`src/hw/rtl/fbp_pkg.sv`:
```
// Shared types and constants for the free-list buffer pool.
package fbp_pkg;

  // Pool geometry
  localparam int POOL_DEPTH = 256;
  localparam int IDX_W      = $clog2(POOL_DEPTH);
  localparam int CNT_W      = $clog2(POOL_DEPTH + 1);
  localparam int ADDR_W     = 32;
  localparam int STRIDE_W   = 16;
  localparam int COUNT_W    = 9;
  localparam int PROD_W     = IDX_W + STRIDE_W;
  localparam int DIV_CNT_W  = $clog2(ADDR_W);

  // Configuration port
  localparam int CFG_IDX_W  = 2;
  localparam int CFG_DATA_W = 32;
  localparam logic [CFG_IDX_W-1:0] REG_BASE   = 2'd0;
  localparam logic [CFG_IDX_W-1:0] REG_STRIDE = 2'd1;
  localparam logic [CFG_IDX_W-1:0] REG_COUNT  = 2'd2;

  // Register reset values
  localparam logic [ADDR_W-1:0]   BASE_RST   = '0;
  localparam logic [STRIDE_W-1:0] STRIDE_RST = 16'd8;
  localparam logic [COUNT_W-1:0]  COUNT_RST  = 9'd256;

  typedef enum logic [1:0] {
    KIND_ALLOC   = 2'd0,
    KIND_FREE    = 2'd1,
    KIND_REBUILD = 2'd2,
    KIND_NOP     = 2'd3
  } fbp_kind_t;

  typedef enum logic [1:0] {
    ST_OK          = 2'd0,
    ST_EMPTY       = 2'd1,
    ST_NOT_ELEMENT = 2'd2
  } fbp_status_t;

  typedef enum logic [2:0] {
    S_IDLE,
    S_DECODE,
    S_ALLOC,
    S_DIV,
    S_FREE,
    S_REBUILD,
    S_DONE
  } fbp_state_t;

  // Controller to datapath
  typedef struct packed {
    logic capture;
    logic res_empty;
    logic alloc_read;
    logic alloc_commit;
    logic res_bad;
    logic div_start;
    logic div_step;
    logic free_commit;
    logic rb_start;
    logic rb_step;
    logic res_ok;
    logic out_load;
  } fbp_cmd_t;

  // Datapath to controller
  typedef struct packed {
    fbp_kind_t kind;
    logic      free_zero;
    logic      addr_bad;
    logic      div_last;
    logic      rb_last;
    logic      out_free;
  } fbp_sts_t;

endpackage

```
`src/hw/rtl/fbp_if.sv`:
```
// Valid/ready channel interfaces for requests and results.
interface fbp_in_if import fbp_pkg::*; ();
  logic              valid;
  logic              ready;
  logic [1:0]        kind;
  logic [ADDR_W-1:0] element_address;

  modport source (output valid, kind, element_address, input ready);
  modport sink   (input valid, kind, element_address, output ready);
endinterface

interface fbp_out_if import fbp_pkg::*; ();
  logic              valid;
  logic              ready;
  logic [1:0]        status;
  logic [ADDR_W-1:0] granted_address;
  logic [CNT_W-1:0]  free_elements;

  modport source (output valid, status, granted_address, free_elements, input ready);
  modport sink   (input valid, status, granted_address, free_elements, output ready);
endinterface

```
`src/hw/rtl/fbp_ram.sv`:
```
// Generic single-write, single-read RAM with registered read data.
module fbp_ram #(
  parameter int WIDTH = 8,
  parameter int DEPTH = 256,
  localparam int AW   = $clog2(DEPTH)
) (
  input  logic             clk,
  input  logic             wr_en,
  input  logic [AW-1:0]    wr_addr,
  input  logic [WIDTH-1:0] wr_data,
  input  logic [AW-1:0]    rd_addr,
  output logic [WIDTH-1:0] rd_data
);

  logic [WIDTH-1:0] mem_r [DEPTH];
  logic [WIDTH-1:0] rd_data_r;

  always_ff @(posedge clk) begin
    if (wr_en) begin
      mem_r[wr_addr] <= wr_data;
    end
    rd_data_r <= mem_r[rd_addr];
  end

  assign rd_data = rd_data_r;

endmodule

```
`src/hw/rtl/fbp_ctrl.sv`:
```
// Sequencing state machine for allocate, free and rebuild transactions.
module fbp_ctrl import fbp_pkg::*; (
  input  logic      clk,
  input  logic      rst_n,
  input  logic      in_valid,
  output logic      in_ready,
  input  fbp_sts_t  sts,
  output fbp_cmd_t  cmd
);

  fbp_state_t state_r, state_nxt;

  // State register
  always_ff @(posedge clk) begin
    if (!rst_n) begin
      state_r <= S_IDLE;
    end else begin
      state_r <= state_nxt;
    end
  end

  // Next state and commands
  always_comb begin
    state_nxt = state_r;
    cmd       = '0;
    in_ready  = 1'b0;
    case (state_r)
      S_IDLE: begin
        in_ready = 1'b1;
        if (in_valid) begin
          cmd.capture = 1'b1;
          state_nxt   = S_DECODE;
        end
      end
      S_DECODE: begin
        case (sts.kind)
          KIND_ALLOC: begin
            if (sts.free_zero) begin
              cmd.res_empty = 1'b1;
              state_nxt     = S_DONE;
            end else begin
              cmd.alloc_read = 1'b1;
              state_nxt      = S_ALLOC;
            end
          end
          KIND_FREE: begin
            if (sts.addr_bad) begin
              cmd.res_bad = 1'b1;
              state_nxt   = S_DONE;
            end else begin
              cmd.div_start = 1'b1;
              state_nxt     = S_DIV;
            end
          end
          KIND_REBUILD: begin
            cmd.rb_start = 1'b1;
            state_nxt    = S_REBUILD;
          end
          default: begin
            cmd.res_ok = 1'b1;
            state_nxt  = S_DONE;
          end
        endcase
      end
      S_ALLOC: begin
        cmd.alloc_commit = 1'b1;
        state_nxt        = S_DONE;
      end
      S_DIV: begin
        cmd.div_step = 1'b1;
        if (sts.div_last) begin
          state_nxt = S_FREE;
        end
      end
      S_FREE: begin
        cmd.free_commit = 1'b1;
        state_nxt       = S_DONE;
      end
      S_REBUILD: begin
        cmd.rb_step = 1'b1;
        if (sts.rb_last) begin
          state_nxt = S_DONE;
        end
      end
      S_DONE: begin
        if (sts.out_free) begin
          cmd.out_load = 1'b1;
          state_nxt    = S_IDLE;
        end
      end
      default: begin
        state_nxt = S_IDLE;
      end
    endcase
  end

  // Allocate commit always follows the head read issued in decode
  a_alloc_after_decode: assert property (@(posedge clk) disable iff (!rst_n)
    state_r == S_ALLOC |-> $past(state_r) == S_DECODE)
    else $error("allocate commit without preceding decode");

  // Free check only after the last divide step
  a_free_after_div: assert property (@(posedge clk) disable iff (!rst_n)
    state_r == S_FREE |-> $past(state_r) == S_DIV && $past(sts.div_last))
    else $error("free check before divide finished");

endmodule

```
`src/hw/rtl/fbp_dp.sv`:
```
// Datapath: config registers, list pointers, serial divider, link RAM, output register.
module fbp_dp import fbp_pkg::*; (
  input  logic                  clk,
  input  logic                  rst_n,
  input  fbp_cmd_t              cmd,
  output fbp_sts_t              sts,
  // request payload
  input  logic [1:0]            in_kind,
  input  logic [ADDR_W-1:0]     in_element_address,
  // configuration writes
  input  logic                  cfg_we,
  input  logic [CFG_IDX_W-1:0]  cfg_index,
  input  logic [CFG_DATA_W-1:0] cfg_wdata,
  // result channel
  output logic                  out_valid,
  input  logic                  out_ready,
  output logic [1:0]            out_status,
  output logic [ADDR_W-1:0]     out_granted_address,
  output logic [CNT_W-1:0]      out_free_elements
);

  // Configuration
  logic [ADDR_W-1:0]   base_r;
  logic [STRIDE_W-1:0] stride_r;
  logic [COUNT_W-1:0]  count_r;
  logic [CNT_W-1:0]    eff_count;

  // List state
  logic [IDX_W-1:0]    head_r;
  logic [IDX_W-1:0]    tail_r;
  logic [CNT_W-1:0]    free_r;

  // Transaction and working registers
  fbp_kind_t           kind_r;
  logic [ADDR_W-1:0]   addr_r;
  logic [PROD_W-1:0]   prod_r;
  logic [ADDR_W-1:0]   quo_r;
  logic [STRIDE_W-1:0] rem_r;
  logic [DIV_CNT_W-1:0] div_cnt_r;
  logic [IDX_W-1:0]    rb_idx_r;
  fbp_status_t         res_status_r;
  logic [ADDR_W-1:0]   res_grant_r;

  // Output register
  logic                out_valid_r;
  fbp_status_t         out_status_r;
  logic [ADDR_W-1:0]   out_grant_r;
  logic [CNT_W-1:0]    out_free_r;

  // Link RAM
  logic                ram_we;
  logic [IDX_W-1:0]    ram_waddr;
  logic [IDX_W-1:0]    ram_wdata;
  logic [IDX_W-1:0]    ram_rdata;

  // Derived values
  logic                free_zero;
  logic                free_full;
  logic                free_gt1;
  logic                elem_ok;
  logic [IDX_W-1:0]    free_idx;
  logic                rb_last;
  logic [STRIDE_W:0]   div_trial;
  logic                div_fit;

  assign eff_count = (count_r > COUNT_W'(POOL_DEPTH)) ? CNT_W'(POOL_DEPTH) : CNT_W'(count_r);
  assign free_zero = (free_r == '0);
  assign free_full = (free_r == CNT_W'(POOL_DEPTH));
  assign free_gt1  = (free_r > CNT_W'(1));

  // Element check: quotient inside pool and no remainder
  assign elem_ok  = (quo_r[ADDR_W-1:CNT_W] == '0) && (quo_r[CNT_W-1:0] < eff_count) &&
                    (rem_r == '0);
  assign free_idx = quo_r[IDX_W-1:0];
  assign rb_last  = (CNT_W'(rb_idx_r) + CNT_W'(1)) >= eff_count;

  // Restoring divide step: one quotient bit per cycle
  assign div_trial = {rem_r, quo_r[ADDR_W-1]};
  assign div_fit   = div_trial >= {1'b0, stride_r};

  assign sts.kind      = kind_r;
  assign sts.free_zero = free_zero;
  assign sts.addr_bad  = (stride_r == '0) || (addr_r < base_r);
  assign sts.div_last  = (div_cnt_r == DIV_CNT_W'(ADDR_W - 1));
  assign sts.rb_last   = rb_last;
  assign sts.out_free  = !out_valid_r || out_ready;

  // Configuration registers
  always_ff @(posedge clk) begin
    if (!rst_n) begin
      base_r   <= BASE_RST;
      stride_r <= STRIDE_RST;
      count_r  <= COUNT_RST;
    end else if (cfg_we) begin
      case (cfg_index)
        REG_BASE:   base_r   <= cfg_wdata[ADDR_W-1:0];
        REG_STRIDE: stride_r <= cfg_wdata[STRIDE_W-1:0];
        REG_COUNT:  count_r  <= cfg_wdata[COUNT_W-1:0];
        default: ;
      endcase
    end
  end

  // Link writes: rebuild chain or tail append
  always_comb begin
    ram_we    = 1'b0;
    ram_waddr = tail_r;
    ram_wdata = free_idx;
    if (cmd.rb_step) begin
      ram_we    = !rb_last;
      ram_waddr = rb_idx_r;
      ram_wdata = rb_idx_r + IDX_W'(1);
    end else if (cmd.free_commit) begin
      ram_we = elem_ok && !free_full && !free_zero;
    end
  end

  fbp_ram #(
    .WIDTH (IDX_W),
    .DEPTH (POOL_DEPTH)
  ) u_link_ram (
    .clk     (clk),
    .wr_en   (ram_we),
    .wr_addr (ram_waddr),
    .wr_data (ram_wdata),
    .rd_addr (head_r),
    .rd_data (ram_rdata)
  );

  // List pointers and free count
  always_ff @(posedge clk) begin
    if (!rst_n) begin
      head_r <= '0;
      tail_r <= '0;
      free_r <= '0;
    end else if (cmd.alloc_commit) begin
      if (free_gt1) begin
        head_r <= ram_rdata;
      end
      free_r <= free_r - CNT_W'(1);
    end else if (cmd.free_commit && elem_ok && !free_full) begin
      if (free_zero) begin
        head_r <= free_idx;
      end
      tail_r <= free_idx;
      free_r <= free_r + CNT_W'(1);
    end else if (cmd.rb_step && rb_last) begin
      head_r <= '0;
      tail_r <= (eff_count == '0) ? '0 : IDX_W'(eff_count - CNT_W'(1));
      free_r <= eff_count;
    end
  end

  // Transaction capture, multiplier, divider, rebuild counter
  always_ff @(posedge clk) begin
    if (cmd.capture) begin
      kind_r <= fbp_kind_t'(in_kind);
      addr_r <= in_element_address;
    end
    if (cmd.alloc_read) begin
      prod_r <= PROD_W'(head_r) * PROD_W'(stride_r);
    end
    if (cmd.div_start) begin
      quo_r     <= addr_r - base_r;
      rem_r     <= '0;
      div_cnt_r <= '0;
    end else if (cmd.div_step) begin
      quo_r     <= {quo_r[ADDR_W-2:0], div_fit};
      rem_r     <= div_fit ? STRIDE_W'(div_trial - {1'b0, stride_r})
                           : div_trial[STRIDE_W-1:0];
      div_cnt_r <= div_cnt_r + DIV_CNT_W'(1);
    end
    if (cmd.rb_start) begin
      rb_idx_r <= '0;
    end else if (cmd.rb_step && !rb_last) begin
      rb_idx_r <= rb_idx_r + IDX_W'(1);
    end
  end

  // Result fields
  always_ff @(posedge clk) begin
    if (cmd.res_empty) begin
      res_status_r <= ST_EMPTY;
      res_grant_r  <= '0;
    end else if (cmd.res_bad || (cmd.free_commit && !elem_ok)) begin
      res_status_r <= ST_NOT_ELEMENT;
      res_grant_r  <= '0;
    end else if (cmd.alloc_commit) begin
      res_status_r <= ST_OK;
      res_grant_r  <= base_r + ADDR_W'(prod_r);
    end else if (cmd.res_ok || cmd.free_commit || cmd.rb_step) begin
      res_status_r <= ST_OK;
      res_grant_r  <= '0;
    end
  end

  // Output register
  always_ff @(posedge clk) begin
    if (!rst_n) begin
      out_valid_r <= 1'b0;
    end else if (cmd.out_load) begin
      out_valid_r <= 1'b1;
    end else if (out_ready) begin
      out_valid_r <= 1'b0;
    end
  end

  always_ff @(posedge clk) begin
    if (cmd.out_load) begin
      out_status_r <= res_status_r;
      out_grant_r  <= res_grant_r;
      out_free_r   <= free_r;
    end
  end

  assign out_valid           = out_valid_r;
  assign out_status          = out_status_r;
  assign out_granted_address = out_grant_r;
  assign out_free_elements   = out_free_r;

  // Free count never exceeds pool depth
  a_free_bound: assert property (@(posedge clk) disable iff (!rst_n)
    free_r <= CNT_W'(POOL_DEPTH))
    else $error("free count above pool depth");

  // Allocate only commits on a non-empty list
  a_alloc_nonempty: assert property (@(posedge clk) disable iff (!rst_n)
    cmd.alloc_commit |-> !free_zero)
    else $error("allocate from empty list");

  // Rebuild leaves the whole pool free
  a_rebuild_count: assert property (@(posedge clk) disable iff (!rst_n)
    cmd.rb_step && rb_last |=> free_r == eff_count)
    else $error("rebuild free count mismatch");

  // A pending result is never overwritten
  a_no_overwrite: assert property (@(posedge clk) disable iff (!rst_n)
    cmd.out_load |-> !out_valid_r || out_ready)
    else $error("result register overwritten");

endmodule

```
`src/hw/rtl/fifo_free_list_buffer_pool.sv`:
```
// Top level of the FIFO free-list buffer pool.
//
// Manages pool_count equal elements placed from base_address at element_stride
// bytes apart. Requests arrive on in_ch (kind, element_address), one result per
// request leaves on out_ch (status, granted_address, free_elements); both use
// valid/ready and a transaction completes when both are high at a clock edge.
// Registers are written through cfg_we/cfg_index/cfg_wdata; the user must
// write them only while idle, which the block does not enforce.
// One request is processed at a time:
//   allocate: head read in decode, then commit (skipped if the pool is empty),
//   free: a 32-step serial divide of the address offset by the stride, then
//         the element check (no divide when the address is below base or
//         stride is 0),
//   rebuild: one link write per element of min(pool_count, 256) but the last,
//   unused kind: result straight from decode.
// in_ch.ready rises again the cycle after a result is loaded into the output
// register, so a new request can be taken while that result waits on a
// stalled receiver; the next result then waits until the register is free.
// Reset empties the list (no free elements) and loads base 0, stride 8 and
// count 256. The link RAM is not cleared; rebuild or frees fill it.
module fifo_free_list_buffer_pool import fbp_pkg::*; (
  input  logic                  clk,
  input  logic                  rst_n,
  fbp_in_if.sink                in_ch,
  fbp_out_if.source             out_ch,
  input  logic                  cfg_we,
  input  logic [CFG_IDX_W-1:0]  cfg_index,
  input  logic [CFG_DATA_W-1:0] cfg_wdata
);

  fbp_cmd_t cmd;
  fbp_sts_t sts;

  fbp_ctrl u_ctrl (
    .clk      (clk),
    .rst_n    (rst_n),
    .in_valid (in_ch.valid),
    .in_ready (in_ch.ready),
    .sts      (sts),
    .cmd      (cmd)
  );

  fbp_dp u_dp (
    .clk                 (clk),
    .rst_n               (rst_n),
    .cmd                 (cmd),
    .sts                 (sts),
    .in_kind             (in_ch.kind),
    .in_element_address  (in_ch.element_address),
    .cfg_we              (cfg_we),
    .cfg_index           (cfg_index),
    .cfg_wdata           (cfg_wdata),
    .out_valid           (out_ch.valid),
    .out_ready           (out_ch.ready),
    .out_status          (out_ch.status),
    .out_granted_address (out_ch.granted_address),
    .out_free_elements   (out_ch.free_elements)
  );

endmodule
```
`src/flat_wrapper.sv`:
```
// flat-port wrapper written by rule: the top's interface ports become plain ports
module fifo_free_list_buffer_pool_flat import fbp_pkg::*;
  (clk, rst_n, cfg_we, cfg_index, cfg_wdata, in_ch_valid, in_ch_kind, in_ch_element_address, in_ch_ready, out_ch_valid, out_ch_status, out_ch_granted_address, out_ch_free_elements, out_ch_ready);
  fbp_in_if in_ch_i ();
  fbp_out_if out_ch_i ();
  input  logic clk;
  input  logic rst_n;
  input  logic cfg_we;
  input  logic [CFG_IDX_W-1:0] cfg_index;
  input  logic [CFG_DATA_W-1:0] cfg_wdata;
  input wire logic [$bits(in_ch_i.valid)-1:0] in_ch_valid;
  input wire logic [$bits(in_ch_i.kind)-1:0] in_ch_kind;
  input wire logic [$bits(in_ch_i.element_address)-1:0] in_ch_element_address;
  output wire logic [$bits(in_ch_i.ready)-1:0] in_ch_ready;
  output wire logic [$bits(out_ch_i.valid)-1:0] out_ch_valid;
  output wire logic [$bits(out_ch_i.status)-1:0] out_ch_status;
  output wire logic [$bits(out_ch_i.granted_address)-1:0] out_ch_granted_address;
  output wire logic [$bits(out_ch_i.free_elements)-1:0] out_ch_free_elements;
  input wire logic [$bits(out_ch_i.ready)-1:0] out_ch_ready;
  assign in_ch_i.valid = in_ch_valid;
  assign in_ch_i.kind = in_ch_kind;
  assign in_ch_i.element_address = in_ch_element_address;
  assign in_ch_ready = in_ch_i.ready;
  assign out_ch_valid = out_ch_i.valid;
  assign out_ch_status = out_ch_i.status;
  assign out_ch_granted_address = out_ch_i.granted_address;
  assign out_ch_free_elements = out_ch_i.free_elements;
  assign out_ch_i.ready = out_ch_ready;
  fifo_free_list_buffer_pool u_core (.clk(clk), .rst_n(rst_n), .in_ch(in_ch_i), .out_ch(out_ch_i), .cfg_we(cfg_we), .cfg_index(cfg_index), .cfg_wdata(cfg_wdata));
endmodule
```
`config.mk`:
```
export PLATFORM = sky130hd
export DESIGN_NAME = fifo_free_list_buffer_pool_flat
export DESIGN_NICKNAME = d
export VERILOG_FILES = /design/src/hw/rtl/fbp_pkg.sv /design/src/hw/rtl/fbp_if.sv /design/src/hw/rtl/fbp_ram.sv /design/src/hw/rtl/fbp_ctrl.sv /design/src/hw/rtl/fbp_dp.sv /design/src/hw/rtl/fifo_free_list_buffer_pool.sv /design/src/flat_wrapper.sv
export SDC_FILE = /design/constraint.sdc
export NUM_CORES = 2
export LEC_CHECK = 0
export BUFFER_PORTS_ARGS = -buffer_cell sky130_fd_sc_hd__buf_2
export CAP_MARGIN = 30
export CORE_AREA = 5 5 528 635
export CTS_BUF_LIST = sky130_fd_sc_hd__clkbuf_8 sky130_fd_sc_hd__clkbuf_16
export CTS_CLUSTER_SIZE = 28
export DETAILED_ROUTE_END_ITERATION = 12
export DIE_AREA = 0 0 533 640
export GPL_ROUTABILITY_DRIVEN = 0
export HOLD_SLACK_MARGIN = 0.08
export REMOVE_ABC_BUFFERS = 1
export SLEW_MARGIN = 10
export SYNTH_ARGS = -nofsm -noshare
export SYNTH_HDL_FRONTEND = slang
export SYNTH_SLANG_ARGS = --single-unit
```
`constraint.sdc`:
```
create_clock -name clk -period 18.2 [get_ports clk]
set_input_delay 1.82 -clock clk [delete_from_list [all_inputs] [get_ports clk]]
set_output_delay 1.82 -clock clk [all_outputs]
set_load 0.1 [all_outputs]
```
==> flow_metrics.env <==
export IMPL_cts_resized=0
export IMPL_outcome="finished clean"
export IMPL_top_level_ports=118
export IMPL_slew_viol_final=0
export IMPL_cts_sinks=2338
export IMPL_max_vdd_ir_drop_mv=0.09892
export IMPL_rsz0062_at_grt="false"
export IMPL_p_comb_frac=0.266
export IMPL_synthCells=5331
export IMPL_synthesis_area_um2=97980
export IMPL_n_fill_cell=30650
export IMPL_cts_max_level=4
export IMPL_dieWidth_um=533
export IMPL_first_global_vias=50630
export IMPL_dp_hpwl_um=155700
export IMPL_fin_crit_sh=0.3357
export IMPL_period_minus_slack_ns=6.109
export IMPL_vias=50080
export IMPL_skew_ns=0.1291
export IMPL_die_height_um=640
export IMPL_relSlewSlack=0.2987
export IMPL_start_util=0.2984
export IMPL_maxCapViolations=0
export IMPL_hp_class="flip-flop to flip-flop"
export IMPL_clk_insertion_delay_late_ns=0.92
export IMPL_seq_area_frac_synth=0.7005
export IMPL_fin_hold_ws_ns=0.4355
export IMPL_switching_share=0.2993
export IMPL_path_class="flip-flop to flip-flop"
export IMPL_grt_usage=0.1387
export IMPL_tightest_slew_ns=1.046
export IMPL_path_cells="buf_4, nand2_1, fa_1, fa_1, inv_1, fa_1, inv_1, fa_1, inv_1, ha_1, or3_1, nor3_1, o21ai_0, a41o_1, o41ai_1, o21ai_0, o41ai_1, xnor2_1"
export IMPL_internal_power_mw=10.56
export IMPL_power_switching_mw=4.511
export IMPL_dieArea_um2=341100
export IMPL_syn_mean_instance_area_um2=18.38
export IMPL_synth_cell_types=72
export IMPL_worstPathArrival_ns=6.67
export IMPL_leakagePower_nw=34.95
export IMPL_async_flop_share=0
export IMPL_fp_row_count=231
export IMPL_p_seq_frac=0.431
export IMPL_clk_pin_slew_ns=0.06
export IMPL_path_delay_family="adder cells"
export IMPL_post_cts_buffers=0
export IMPL_viasPerCell=5.018
export IMPL_wl_per_cell_um=24.31
export IMPL_wl_um=242600
export IMPL_overflow=0
export IMPL_drive_above_1_share=0.2212
export IMPL_core_um2=328300
export IMPL_final_util=0.3393
export IMPL_clkPwrFrac=0.303
export IMPL_grt_antenna_before_repair=3
export IMPL_io_buffers=117
export IMPL_crit_path_frequent_cell="fa_1"
export IMPL_ys_flop_type="edfxtp_1"
export IMPL_setup_viol=0
export IMPL_cp_num_buf_inv=4
export IMPL_cpMaxStageDelayCell="dfxtp_4"
export IMPL_worstSetupStartpointType="flip-flop"
export IMPL_cellPowerDensity_nw_per_um2=135.3
export IMPL_cts_root_buf="clkbuf_16"
export IMPL_finalHoldViolCount=0
export IMPL_fin_ws_ns=12.09
export IMPL_clockBufferDepth=4
export IMPL_grt_pass1_wl_um=357500
export IMPL_nNetsFinal=5796
export IMPL_grt_start_max_net_pins=189
export IMPL_required_ns=18.76
export IMPL_ys_warn_count=0
export IMPL_cts_tree="yes"
export IMPL_ys_ff_latch=2338
export IMPL_ant_nets=0
export IMPL_synth_edff_count=2181
export IMPL_cts_buffers=224
export IMPL_syn_to_final_growth_pct=13.69
export IMPL_slowest_delay_ns=0.70
export IMPL_end_kind="flip-flop"
export IMPL_dr_pass1_iters=5
export IMPL_cts_hold_buf=0
export IMPL_first_iter_violations=4709
export IMPL_clock_fmax_mhz=163.7
export IMPL_dpl_worst_slack_ns=11.55
export IMPL_critical_path_max_fanout=24
export IMPL_drc_errors=0
-- cell usage after synthesis (all sizes together), types with 87 or more instances --
cell type	count	area, um^2
and2	113	706.9
mux4	680	15310
a21oi	147	735.7
nand2	305	1145
ha	141	1764
dfxtp	157	3143
o21ai	94	470.5
edfxtp	2181	65490
clkbuf	206	773.2
inv	161	604.3
fa	87	1742
nor2	396	1486
-- worst register-to-register path: cells and delay by family, from the launching register on --
| family | cells | cell delay (ns) |
|---|---|---|
| buffers and inverters | 4 | 0.60 |
| adders and majority gates | 5 | 2.22 |
| DFF | 1 | 0.70 |
| AOI/OAI and AO/OA | 5 | 1.43 |
| and+or+nand+nor | 3 | 0.79 |
| xor gates and xnor gates | 1 | 0.10 |
-- area by class of cell --
cell class,count,area [um^2],area share
multi-input cells,2541,27670,0.2484
well taps,4310,5393,0.04841
flip-flops and latches,2338,68660,0.6163
clock buffers,233,5786,0.05194
diodes,2,5.005,0.00004493
clock inverters,166,1323,0.01187
inverters,162,608.1,0.005459
repair buffers,228,1947,0.01748
-- cells by family (layout without fill, tap and decap cells) --
family	count (synthesis)	in the layout	share of synthesized area
other cells	0	2	0
xor+xnor	97	97	0.008671
simple gates	1053	1053	0.04856
compound gates	469	469	0.03056
buf+inv	452	789	0.01815
mux	694	694	0.1578
flops	2338	2338	0.7005
fa+ha+maj	228	228	0.03578
-- final timing paths --
kind | to | slack [ns] | startpoint | depth (start not counted)
hold reg to reg | u_core.u_dp.out_granted_address[29]$_DFFE_PP_ | 0.44 | u_core.u_dp.res_grant_r[29]$_SDFFE_PP0P_ | 0
hold / removal | u_core.u_dp.out_granted_address[29]$_DFFE_PP_ | 0.44 | u_core.u_dp.res_grant_r[29]$_SDFFE_PP0P_ | 0
setup reg to reg | u_core.u_dp.prod_r[22]$_DFFE_PP_ | 12.09 | u_core.u_dp.head_r[2]$_SDFFE_PN0P_ | 18
setup / recovery | u_core.u_dp.prod_r[22]$_DFFE_PP_ | 12.09 | u_core.u_dp.head_r[2]$_SDFFE_PN0P_ | 18
-- stage by stage --
stage	cells	TNS, ns	area [um^2]	power [mW]
CTS	9957	0	110900	15.17
global placement	9542	0	103500	10.51
floorplan	5041	-185.64	96810	10.79
detailed placement	9558	0	103800	10.61
finish	9980	0	111400	15.07
global route	9979	0	111400	15.65
-- cell usage in the layout, fill, tap and decap left out, types with 24 or more instances in the layout --
cell type / netlist / routed
dfxtp_1: 157 / 151
nand3_1: 48 / 48
and2_1: 113 / 111
nor2_1: 396 / 394
o21ai_0: 67 / 66
a31oi_1: 24 / 24
xnor2_1: 61 / 61
a21o_1: 29 / 29
a22oi_1: 33 / 33
clkinv_2: 0 / 30
inv_1: 160 / 199
a211oi_1: 29 / 29
ha_1: 141 / 141
a21oi_1: 147 / 146
clkinv_1: 1 / 56
buf_2: 62 / 118
clkbuf_16: 0 / 229
xor2_1: 36 / 36
fa_1: 87 / 87
nor3_1: 49 / 49
buf_4: 1 / 80
edfxtp_1: 2181 / 2181
nand2_1: 305 / 297
o21ai_1: 27 / 27
mux4_2: 680 / 680
-- routing by layer --
| layer | GRT usage | vias up | share of wire |
|---|---|---|---|
| met3 | 0.02063 | 390 | 0.057 |
| li1 | - | 21500 | - |
| met1 | 0.1816 | 26530 | 0.41 |
| met5 | 0 | - | 0.000054 |
| met2 | 0.2383 | 1655 | 0.50 |
| met4 | 0.04298 | 2 | 0.033 |
-- state kept, by name (all words and copies together), names as in the netlist, 16 cells and up --
signal                           cells
u_core.u_dp.prod_r                  24
u_core.u_dp.rem_r                   16
u_core.u_dp.addr_r                  32
u_core.u_dp.base_r                  32
u_core.u_dp.res_grant_r             32
u_core.u_dp.out_granted_address     32
u_core.u_dp.u_link_ram.mem_r      2048
u_core.u_dp.stride_r                16
u_core.u_dp.quo_r                   32
-- power by group through the flow --
stage	Clock [mW]	Sequential [mW]	Combinational [mW]
global placement	0	6.65	3.86
CTS	4.66	6.52	3.99
detailed placement	0	6.63	3.98
finish	4.57	6.50	4.00
global route	4.89	6.51	4.24
floorplan	0	7.04	3.75
Power figures use the tool's default switching activity.
